## config.mk

```make
export PLATFORM = sky130hd
export DESIGN_NAME = gbts_seq
export DESIGN_NICKNAME = d
export VERILOG_FILES = /design/src/rtl/core/gbts_pkg.sv /design/src/rtl/core/gbts_seq.sv
export SDC_FILE = /design/constraint.sdc
export NUM_CORES = 1
export LEC_CHECK = 0
export BUFFER_PORTS_ARGS = -buffer_cell sky130_fd_sc_hd__buf_4
export CORE_UTILIZATION = 25
export DETAILED_ROUTE_END_ITERATION = 10
export PLACE_DENSITY = 0.45
export RECOVER_POWER = 100
export SLEW_MARGIN = 15
export SYNTH_ARGS = -nofsm -noshare
export SYNTH_HDL_FRONTEND = slang
export SYNTH_SLANG_ARGS = --single-unit
```

## constraint.sdc

```tcl
create_clock -name clk -period 18.6 [get_ports clk]
set_input_delay 3.72 -clock clk [delete_from_list [all_inputs] [get_ports clk]]
set_output_delay 3.72 -clock clk [all_outputs]
set_load 0.01 [all_outputs]
```

## src/rtl/core/gbts_pkg.sv

```systemverilog
// gbts_pkg: shared types and constants for the gap buffer text store
package gbts_pkg;

  localparam int unsigned OP_W     = 3;
  localparam int unsigned CHAR_W   = 8;
  localparam int unsigned OFFSET_W = 14;
  localparam int unsigned POS_W    = 12;
  localparam int unsigned STATUS_W = 2;
  localparam int unsigned COUNT_W  = 13;

  localparam logic [OP_W-1:0] OP_INSERT  = 3'd0;
  localparam logic [OP_W-1:0] OP_MOVE    = 3'd1;
  localparam logic [OP_W-1:0] OP_DELETE  = 3'd2;
  localparam logic [OP_W-1:0] OP_REPLACE = 3'd3;
  localparam logic [OP_W-1:0] OP_READ    = 3'd4;

  localparam logic [STATUS_W-1:0] ST_OK    = 2'd0;
  localparam logic [STATUS_W-1:0] ST_RANGE = 2'd1;
  localparam logic [STATUS_W-1:0] ST_FULL  = 2'd2;

  typedef enum logic [1:0] {
    S_IDLE,
    S_RDATA,
    S_MOVE
  } seq_state_t;

  typedef struct packed {
    logic [OP_W-1:0]     op;
    logic [CHAR_W-1:0]   char_in;
    logic [OFFSET_W-1:0] offset;
    logic [POS_W-1:0]    position;
  } item_t;

  typedef struct packed {
    logic [STATUS_W-1:0] status;
    logic [CHAR_W-1:0]   char_out;
    logic [COUNT_W-1:0]  cursor_pos;
    logic [COUNT_W-1:0]  text_len;
  } res_t;

endpackage

```

## src/rtl/core/gbts_seq.sv

```systemverilog
// gbts_seq: operation sequencer, cursor and gap registers, move engine
module gbts_seq #(
  parameter int unsigned CAPACITY = 4096,
  parameter int unsigned AW       = 12,
  parameter int unsigned GW       = 13
) (
  input  logic             clk,
  input  logic             rst_n,
  input  logic             in_valid,
  output logic             in_ready,
  input  gbts_pkg::item_t  item,
  input  logic             slot_free,
  output logic             res_load,
  output gbts_pkg::res_t   res,
  output logic             mem_we,
  output logic [AW-1:0]    mem_waddr,
  output logic [7:0]       mem_wdata,
  output logic             mem_re,
  output logic [AW-1:0]    mem_raddr,
  input  logic [7:0]       mem_rdata
);
  import gbts_pkg::*;

  localparam int unsigned TW = ((GW > OFFSET_W) ? GW : OFFSET_W) + 2;
  localparam int unsigned EW = ((GW > POS_W) ? GW : POS_W) + 1;

  seq_state_t state_r, state_nxt;
  logic [GW-1:0] gs_r, gs_nxt;
  logic [GW-1:0] gl_r, gl_nxt;
  logic [GW-1:0] tgt_r, tgt_nxt;
  logic [GW-1:0] cnt_r, cnt_nxt;
  logic          dir_r, dir_nxt;
  logic [AW-1:0] src_r, src_nxt;
  logic [AW-1:0] dst_r, dst_nxt;
  logic [AW-1:0] wr_addr_r, wr_addr_nxt;
  logic          wr_pend_r, wr_pend_nxt;

  logic                 accept;
  logic [GW-1:0]        tl;
  logic [GW-1:0]        tl_nxt;
  logic signed [TW-1:0] target;
  logic signed [TW-1:0] diff;
  logic                 mv_bad;
  logic                 mv_right;
  logic                 mv_run;
  logic [GW-1:0]        mv_cnt;
  logic                 rd_bad;
  logic [AW-1:0]        rd_addr;

  assign in_ready = (state_r == S_IDLE) && slot_free;
  assign accept   = in_valid && in_ready;
  assign tl       = GW'(CAPACITY) - gl_r;

  // move target and distance
  assign target   = $signed(TW'(gs_r)) + TW'($signed(item.offset));
  assign diff     = target - $signed(TW'(gs_r));
  assign mv_bad   = (target < 0) || (target > $signed(TW'(tl)));
  assign mv_right = diff > 0;
  assign mv_run   = !mv_bad && (gl_r != '0) && (diff != 0);
  assign mv_cnt   = GW'(mv_right ? diff : -diff);

  // logical position to cell address
  assign rd_bad  = EW'(item.position) >= EW'(tl);
  assign rd_addr = (EW'(item.position) < EW'(gs_r)) ? AW'(item.position)
                                                    : AW'(EW'(item.position) + EW'(gl_r));

  always_comb begin
    state_nxt = state_r;
    case (state_r)
      S_IDLE: begin
        if (accept) begin
          if (item.op == OP_READ && !rd_bad) begin
            state_nxt = S_RDATA;
          end else if (item.op == OP_MOVE && mv_run) begin
            state_nxt = S_MOVE;
          end
        end
      end
      S_RDATA: begin
        state_nxt = S_IDLE;
      end
      S_MOVE: begin
        if (cnt_r == '0) begin
          state_nxt = S_IDLE;
        end
      end
      default: begin
        state_nxt = S_IDLE;
      end
    endcase
  end

  always_comb begin
    gs_nxt       = gs_r;
    gl_nxt       = gl_r;
    tgt_nxt      = tgt_r;
    cnt_nxt      = cnt_r;
    dir_nxt      = dir_r;
    src_nxt      = src_r;
    dst_nxt      = dst_r;
    wr_addr_nxt  = wr_addr_r;
    wr_pend_nxt  = 1'b0;
    mem_we       = 1'b0;
    mem_waddr    = wr_addr_r;
    mem_wdata    = mem_rdata;
    mem_re       = 1'b0;
    mem_raddr    = src_r;
    res_load     = 1'b0;
    res.status   = ST_OK;
    res.char_out = '0;
    case (state_r)
      S_IDLE: begin
        if (accept) begin
          case (item.op)
            OP_INSERT: begin
              res_load = 1'b1;
              if (gl_r == '0) begin
                res.status = ST_FULL;
              end else begin
                mem_we    = 1'b1;
                mem_waddr = AW'(gs_r);
                mem_wdata = item.char_in;
                gs_nxt    = gs_r + GW'(1);
                gl_nxt    = gl_r - GW'(1);
              end
            end
            OP_MOVE: begin
              if (mv_bad) begin
                res_load   = 1'b1;
                res.status = ST_RANGE;
              end else if (!mv_run) begin
                res_load = 1'b1;
                gs_nxt   = GW'(target);
              end else begin
                tgt_nxt = GW'(target);
                cnt_nxt = mv_cnt;
                dir_nxt = mv_right;
                if (mv_right) begin
                  src_nxt = AW'(gs_r + gl_r);
                  dst_nxt = AW'(gs_r);
                end else begin
                  src_nxt = AW'(gs_r - GW'(1));
                  dst_nxt = AW'(gs_r - GW'(1) + gl_r);
                end
              end
            end
            OP_DELETE: begin
              res_load = 1'b1;
              if (gs_r == '0) begin
                res.status = ST_RANGE;
              end else begin
                gs_nxt = gs_r - GW'(1);
                gl_nxt = gl_r + GW'(1);
              end
            end
            OP_REPLACE: begin
              res_load = 1'b1;
              if (gs_r == '0) begin
                res.status = ST_RANGE;
              end else begin
                mem_we    = 1'b1;
                mem_waddr = AW'(gs_r - GW'(1));
                mem_wdata = item.char_in;
              end
            end
            OP_READ: begin
              if (rd_bad) begin
                res_load   = 1'b1;
                res.status = ST_RANGE;
              end else begin
                mem_re    = 1'b1;
                mem_raddr = rd_addr;
              end
            end
            default: begin
              res_load   = 1'b1;
              res.status = ST_RANGE;
            end
          endcase
        end
      end
      S_RDATA: begin
        res_load     = 1'b1;
        res.char_out = mem_rdata;
      end
      S_MOVE: begin
        // write of the character read last cycle, overlapped with the next read
        mem_we = wr_pend_r;
        if (cnt_r != '0) begin
          mem_re      = 1'b1;
          mem_raddr   = src_r;
          wr_addr_nxt = dst_r;
          wr_pend_nxt = 1'b1;
          cnt_nxt     = cnt_r - GW'(1);
          if (dir_r) begin
            src_nxt = src_r + AW'(1);
            dst_nxt = dst_r + AW'(1);
          end else begin
            src_nxt = src_r - AW'(1);
            dst_nxt = dst_r - AW'(1);
          end
        end else begin
          gs_nxt   = tgt_r;
          res_load = 1'b1;
        end
      end
      default: begin
      end
    endcase
    tl_nxt         = GW'(CAPACITY) - gl_nxt;
    res.cursor_pos = COUNT_W'(gs_nxt);
    res.text_len   = COUNT_W'(tl_nxt);
  end

  always_ff @(posedge clk) begin
    if (!rst_n) begin
      state_r   <= S_IDLE;
      gs_r      <= '0;
      gl_r      <= GW'(CAPACITY);
      wr_pend_r <= 1'b0;
    end else begin
      state_r   <= state_nxt;
      gs_r      <= gs_nxt;
      gl_r      <= gl_nxt;
      wr_pend_r <= wr_pend_nxt;
    end
  end

  always_ff @(posedge clk) begin
    tgt_r     <= tgt_nxt;
    cnt_r     <= cnt_nxt;
    dir_r     <= dir_nxt;
    src_r     <= src_nxt;
    dst_r     <= dst_nxt;
    wr_addr_r <= wr_addr_nxt;
  end

  a_gap_fits: assert property (@(posedge clk) disable iff (!rst_n)
    (GW+1)'(gs_r) + (GW+1)'(gl_r) <= (GW+1)'(CAPACITY))
    else $error("cursor plus gap exceeds capacity");

  a_move_done: assert property (@(posedge clk) disable iff (!rst_n)
    (state_r == S_MOVE && res_load) |-> (cnt_r == '0 && wr_pend_r))
    else $error("move finished with characters still in flight");

  a_move_gap_stable: assert property (@(posedge clk) disable iff (!rst_n)
    (state_r == S_MOVE) |=> $stable(gl_r))
    else $error("gap length changed during a move");

  a_no_same_cell: assert property (@(posedge clk) disable iff (!rst_n)
    (mem_we && mem_re) |-> (mem_waddr != mem_raddr))
    else $error("read and write hit the same cell");

  a_slot_free: assert property (@(posedge clk) disable iff (!rst_n)
    res_load |-> slot_free)
    else $error("result produced while output register is occupied");

endmodule

```

==> flow_summary.ini <==
[die]
row_count = 77
coreArea_sq_mm = 0.0446
num_io_pins = 121
die_width_microns = 216
die_h_microns = 216
start_util_pct = 25.6
fp.dieArea_sq_mm = 0.0465

[hold_path]
min_path_type = register to register

[final_layout]
drive_above_1_share_pct = 7.05
antennaDiodeCount = 0
nFillCells = 4908
final_common_cell = nand2_1
multi_input_area_sq_mm = 0.00841
area_delta_synth_final_pct = 13.5
mostFrequentLayoutCells = 136 x nand2_1, 128 x nor2_1, 121 x a21oi_1, 121 x ha_1, 114 x o21ai_0
nNetsFinal = 1733
register_area_sq_mm = 0.00247

[global_routing]
grt.busiest_layer = met2
use_met2_pct = 32.2
use_met1_pct = 26.4
track_usage_pct = 19.6
grt_pass1_wl_mm = 68.9
antenna_found_initial = 0
grt_pass1_vias = 11000
grt_overflow = 0
grtUsageMet3_pct = 2.57
grt_max_degree = 36

[sta]
finalMaxSlewViolations = 60
relSlewSlack_pct = -44.3
fmax_mhz = 69.8
skew_ps = 10.9
fin_setup_tns_ps = 0
setup_slack_ps = 4270
grt_setup_unrepaired = no
holdWs_ps = 468
setup_violations = 0
worst_pin_slew_ps = 2140
hold_violations = 0
period_share_pct = 77.1
min_period_ps = 14330

[synthesis]
synth_cells = 1475
avgSynthCellArea_sq_um = 7.74
synth_seq_cells = 92
synth_cell_types = 81
syn_area_sq_mm = 0.0114
yosysSeqAreaShare_pct = 21.7
synth_nets = 1652
synthFlopType = edfxtp_1
yosysWarnings = 0
async_flop_share_pct = 0
synth-edff-count = 63

[worst_setup_path]
critPathSlowestCell = a2111oi_0
cp_num_buf_inv = 3
cp-start-kind = input pin
crit_top_cell = clkbuf_1
reg2reg_slack_ps = 8640
cp.required_ps = 14880
worst-setup-path-type = input pin to primary output
end_kind = primary output
path_cells = clkbuf_1 -> ha_1 -> fa_1 -> a21oi_1 -> o2111ai_1 -> a31oi_1 -> nor2_1 -> nor2_1 -> xnor2_1 -> ha_1 -> nand2_1 -> o21ai_0 -> o41ai_1 -> a41o_1 -> a2111oi_0 -> nor4_4 -> a311oi_1 -> clkbuf_1 -> o21ai_0 -> and4_1 -> a221oi_1 -> clkbuf_1
max_stage_delay_ps = 1220
critPathArrivalTime_ps = 10610
critical-path-top-delay-family = compound AO/OA/AOI/OAI gates
cp_max_fo = 13

[clock_network]
cts_setup_buffers = 0
path_clk_slew_ps = 70
cts_max_path_buffers = 2
htreeDepth = 3
cts-buffers-inserted = 9
root_buffer = clkbuf_16
ctsResizeCount = 0
clkLatencyLatePin_ps = 380
cts.sinks = 92
ctsHoldBuffers = 0
cts_tree = yes

[drt]
vias = 11500
antenna_left = 0
dr.pass1.iters = 5
drt_wl_total_mm = 46.4
drcViolationCount = 0
drtIter0Drc = 949
wire_per_inst_microns = 21.5
vias_per_cell = 5.33

[place]
dp_hpwl_mm = 36.4
preCtsSetupSlack_ps = 5040
gp_congestion = 0.889
io_buffers = 120

[outcome]
violations = capacitance limit, slew limit
status = complete, but fails checks

[job]
max_cap_violations = 4

[power]
peakVddDrop_mv = 0.0517
p_per_area_mw_per_mm2 = 65.1
total_leakage_power_nw = 4.98
metrics by stage:
| step | total power, mW | util [%] | cell area [sq um] | cells |
|---|---|---|---|---|
| finish | 0.844 | 29.1 | 13000 | 2153 |
| global route | 0.895 | 29.1 | 13000 | 2153 |
| CTS | 0.861 | 29.8 | 13300 | 2153 |
| detailed placement | 0.657 | 29.2 | 13000 | 2137 |
| global placement | 0.655 | 29.2 | 13000 | 2137 |
| floorplan | 0.521 | - | 11400 | 1475 |
flip-flops by register name (all words and copies together), names as in the netlist:
name,cells
dst_r,12
cnt_r,13
src_r,12
wr_addr_r,12
gl_r,13
dir_r,1
gs_r,13
tgt_r,13
state_r,2
wr_pend_r,1
worst register-to-register path, delay by kind of cell (launching register included):
kind | cells | cell delay [ps]
AO/OA/AOI/OAI | 9 | 4890
flip-flops | 1 | 530
AND/OR/NAND/NOR | 5 | 710
buffers and inverters | 2 | 1870
XOR/XNOR | 1 | 170
adder cells (fa/ha/maj) | 3 | 1380
power by group:
group	internal (mW)	switching (mW)
combinational	0.148	0.255
sequential	0.233	0.00831
clock	0.105	0.0935
total	0.487	0.357
logic make-up after synthesis:
family	after synthesis	share of synthesized area [%]
flip-flops	92	21.7
multiplexers	34	3.10
XOR/XNOR	114	8.74
adder cells (fa/ha/maj)	128	14.5
buffers and inverters	141	4.71
AO/OA/AOI/OAI	451	25.3
AND/OR/NAND/NOR	515	22.0
final cells by class:
type,instances,share of cell area [%]
Clock buffer,11,1.80
Multi-Input combinational cell,1242,64.9
Tap cell,592,5.71
Inverter,64,1.85
Sequential cell,92,19.1
Timing Repair Buffer,147,6.22
Clock inverter,5,0.463
per-layer routing:
metal / routed length, microns / up-vias
met2: 21500 / 311
met1: 21600 / 5506
li1: - / 5607
met4: 1160 / 0
met5: 0 / -
met3: 2070 / 58
cell usage after synthesis, types with 6 or more instances:
master | number | area share [%]
a22oi_1 | 7 | 0.46
clkbuf_1 | 71 | 2.3
a21boi_0 | 9 | 0.59
or2_2 | 7 | 0.38
o31ai_1 | 7 | 0.46
ha_1 | 121 | 13
nand3_1 | 41 | 1.8
o41ai_1 | 6 | 0.46
a21oi_1 | 121 | 5.3
a211oi_1 | 18 | 1.2
mux2i_1 | 23 | 2.0
nor2b_1 | 12 | 0.66
nand4_1 | 10 | 0.55
o211ai_1 | 20 | 1.3
o21bai_1 | 10 | 0.66
and3_1 | 10 | 0.55
xnor2_1 | 87 | 6.7
o21ai_0 | 111 | 4.9
mux2_2 | 11 | 1.1
dfxtp_1 | 29 | 5.1
xor2_1 | 27 | 2.1
inv_1 | 58 | 1.9
nand2_1 | 136 | 4.5
o21a_1 | 15 | 0.99
nor4_1 | 10 | 0.55
edfxtp_1 | 63 | 17
nand2b_1 | 21 | 1.2
and2_1 | 26 | 1.4
a221o_1 | 9 | 0.79
nor3_1 | 62 | 2.7
a31oi_1 | 25 | 1.4
or3_1 | 22 | 1.2
a21o_1 | 28 | 1.8
or4_1 | 6 | 0.39
fa_1 | 7 | 1.2
a221oi_1 | 7 | 0.54
nor2_1 | 128 | 4.2
worst paths after layout:
kind,depth (start not counted),to,start
min,0,wr_addr_r[6]$_DFFE_PP_,dst_r[6]$_DFFE_PP_
max reg2reg,20,src_r[9]$_DFFE_PP_,gs_r[0]$_SDFF_PN0_
min reg2reg,0,wr_addr_r[6]$_DFFE_PP_,dst_r[6]$_DFFE_PP_
max,22,res[24],item[12]
Power figures use the tool's default switching activity.
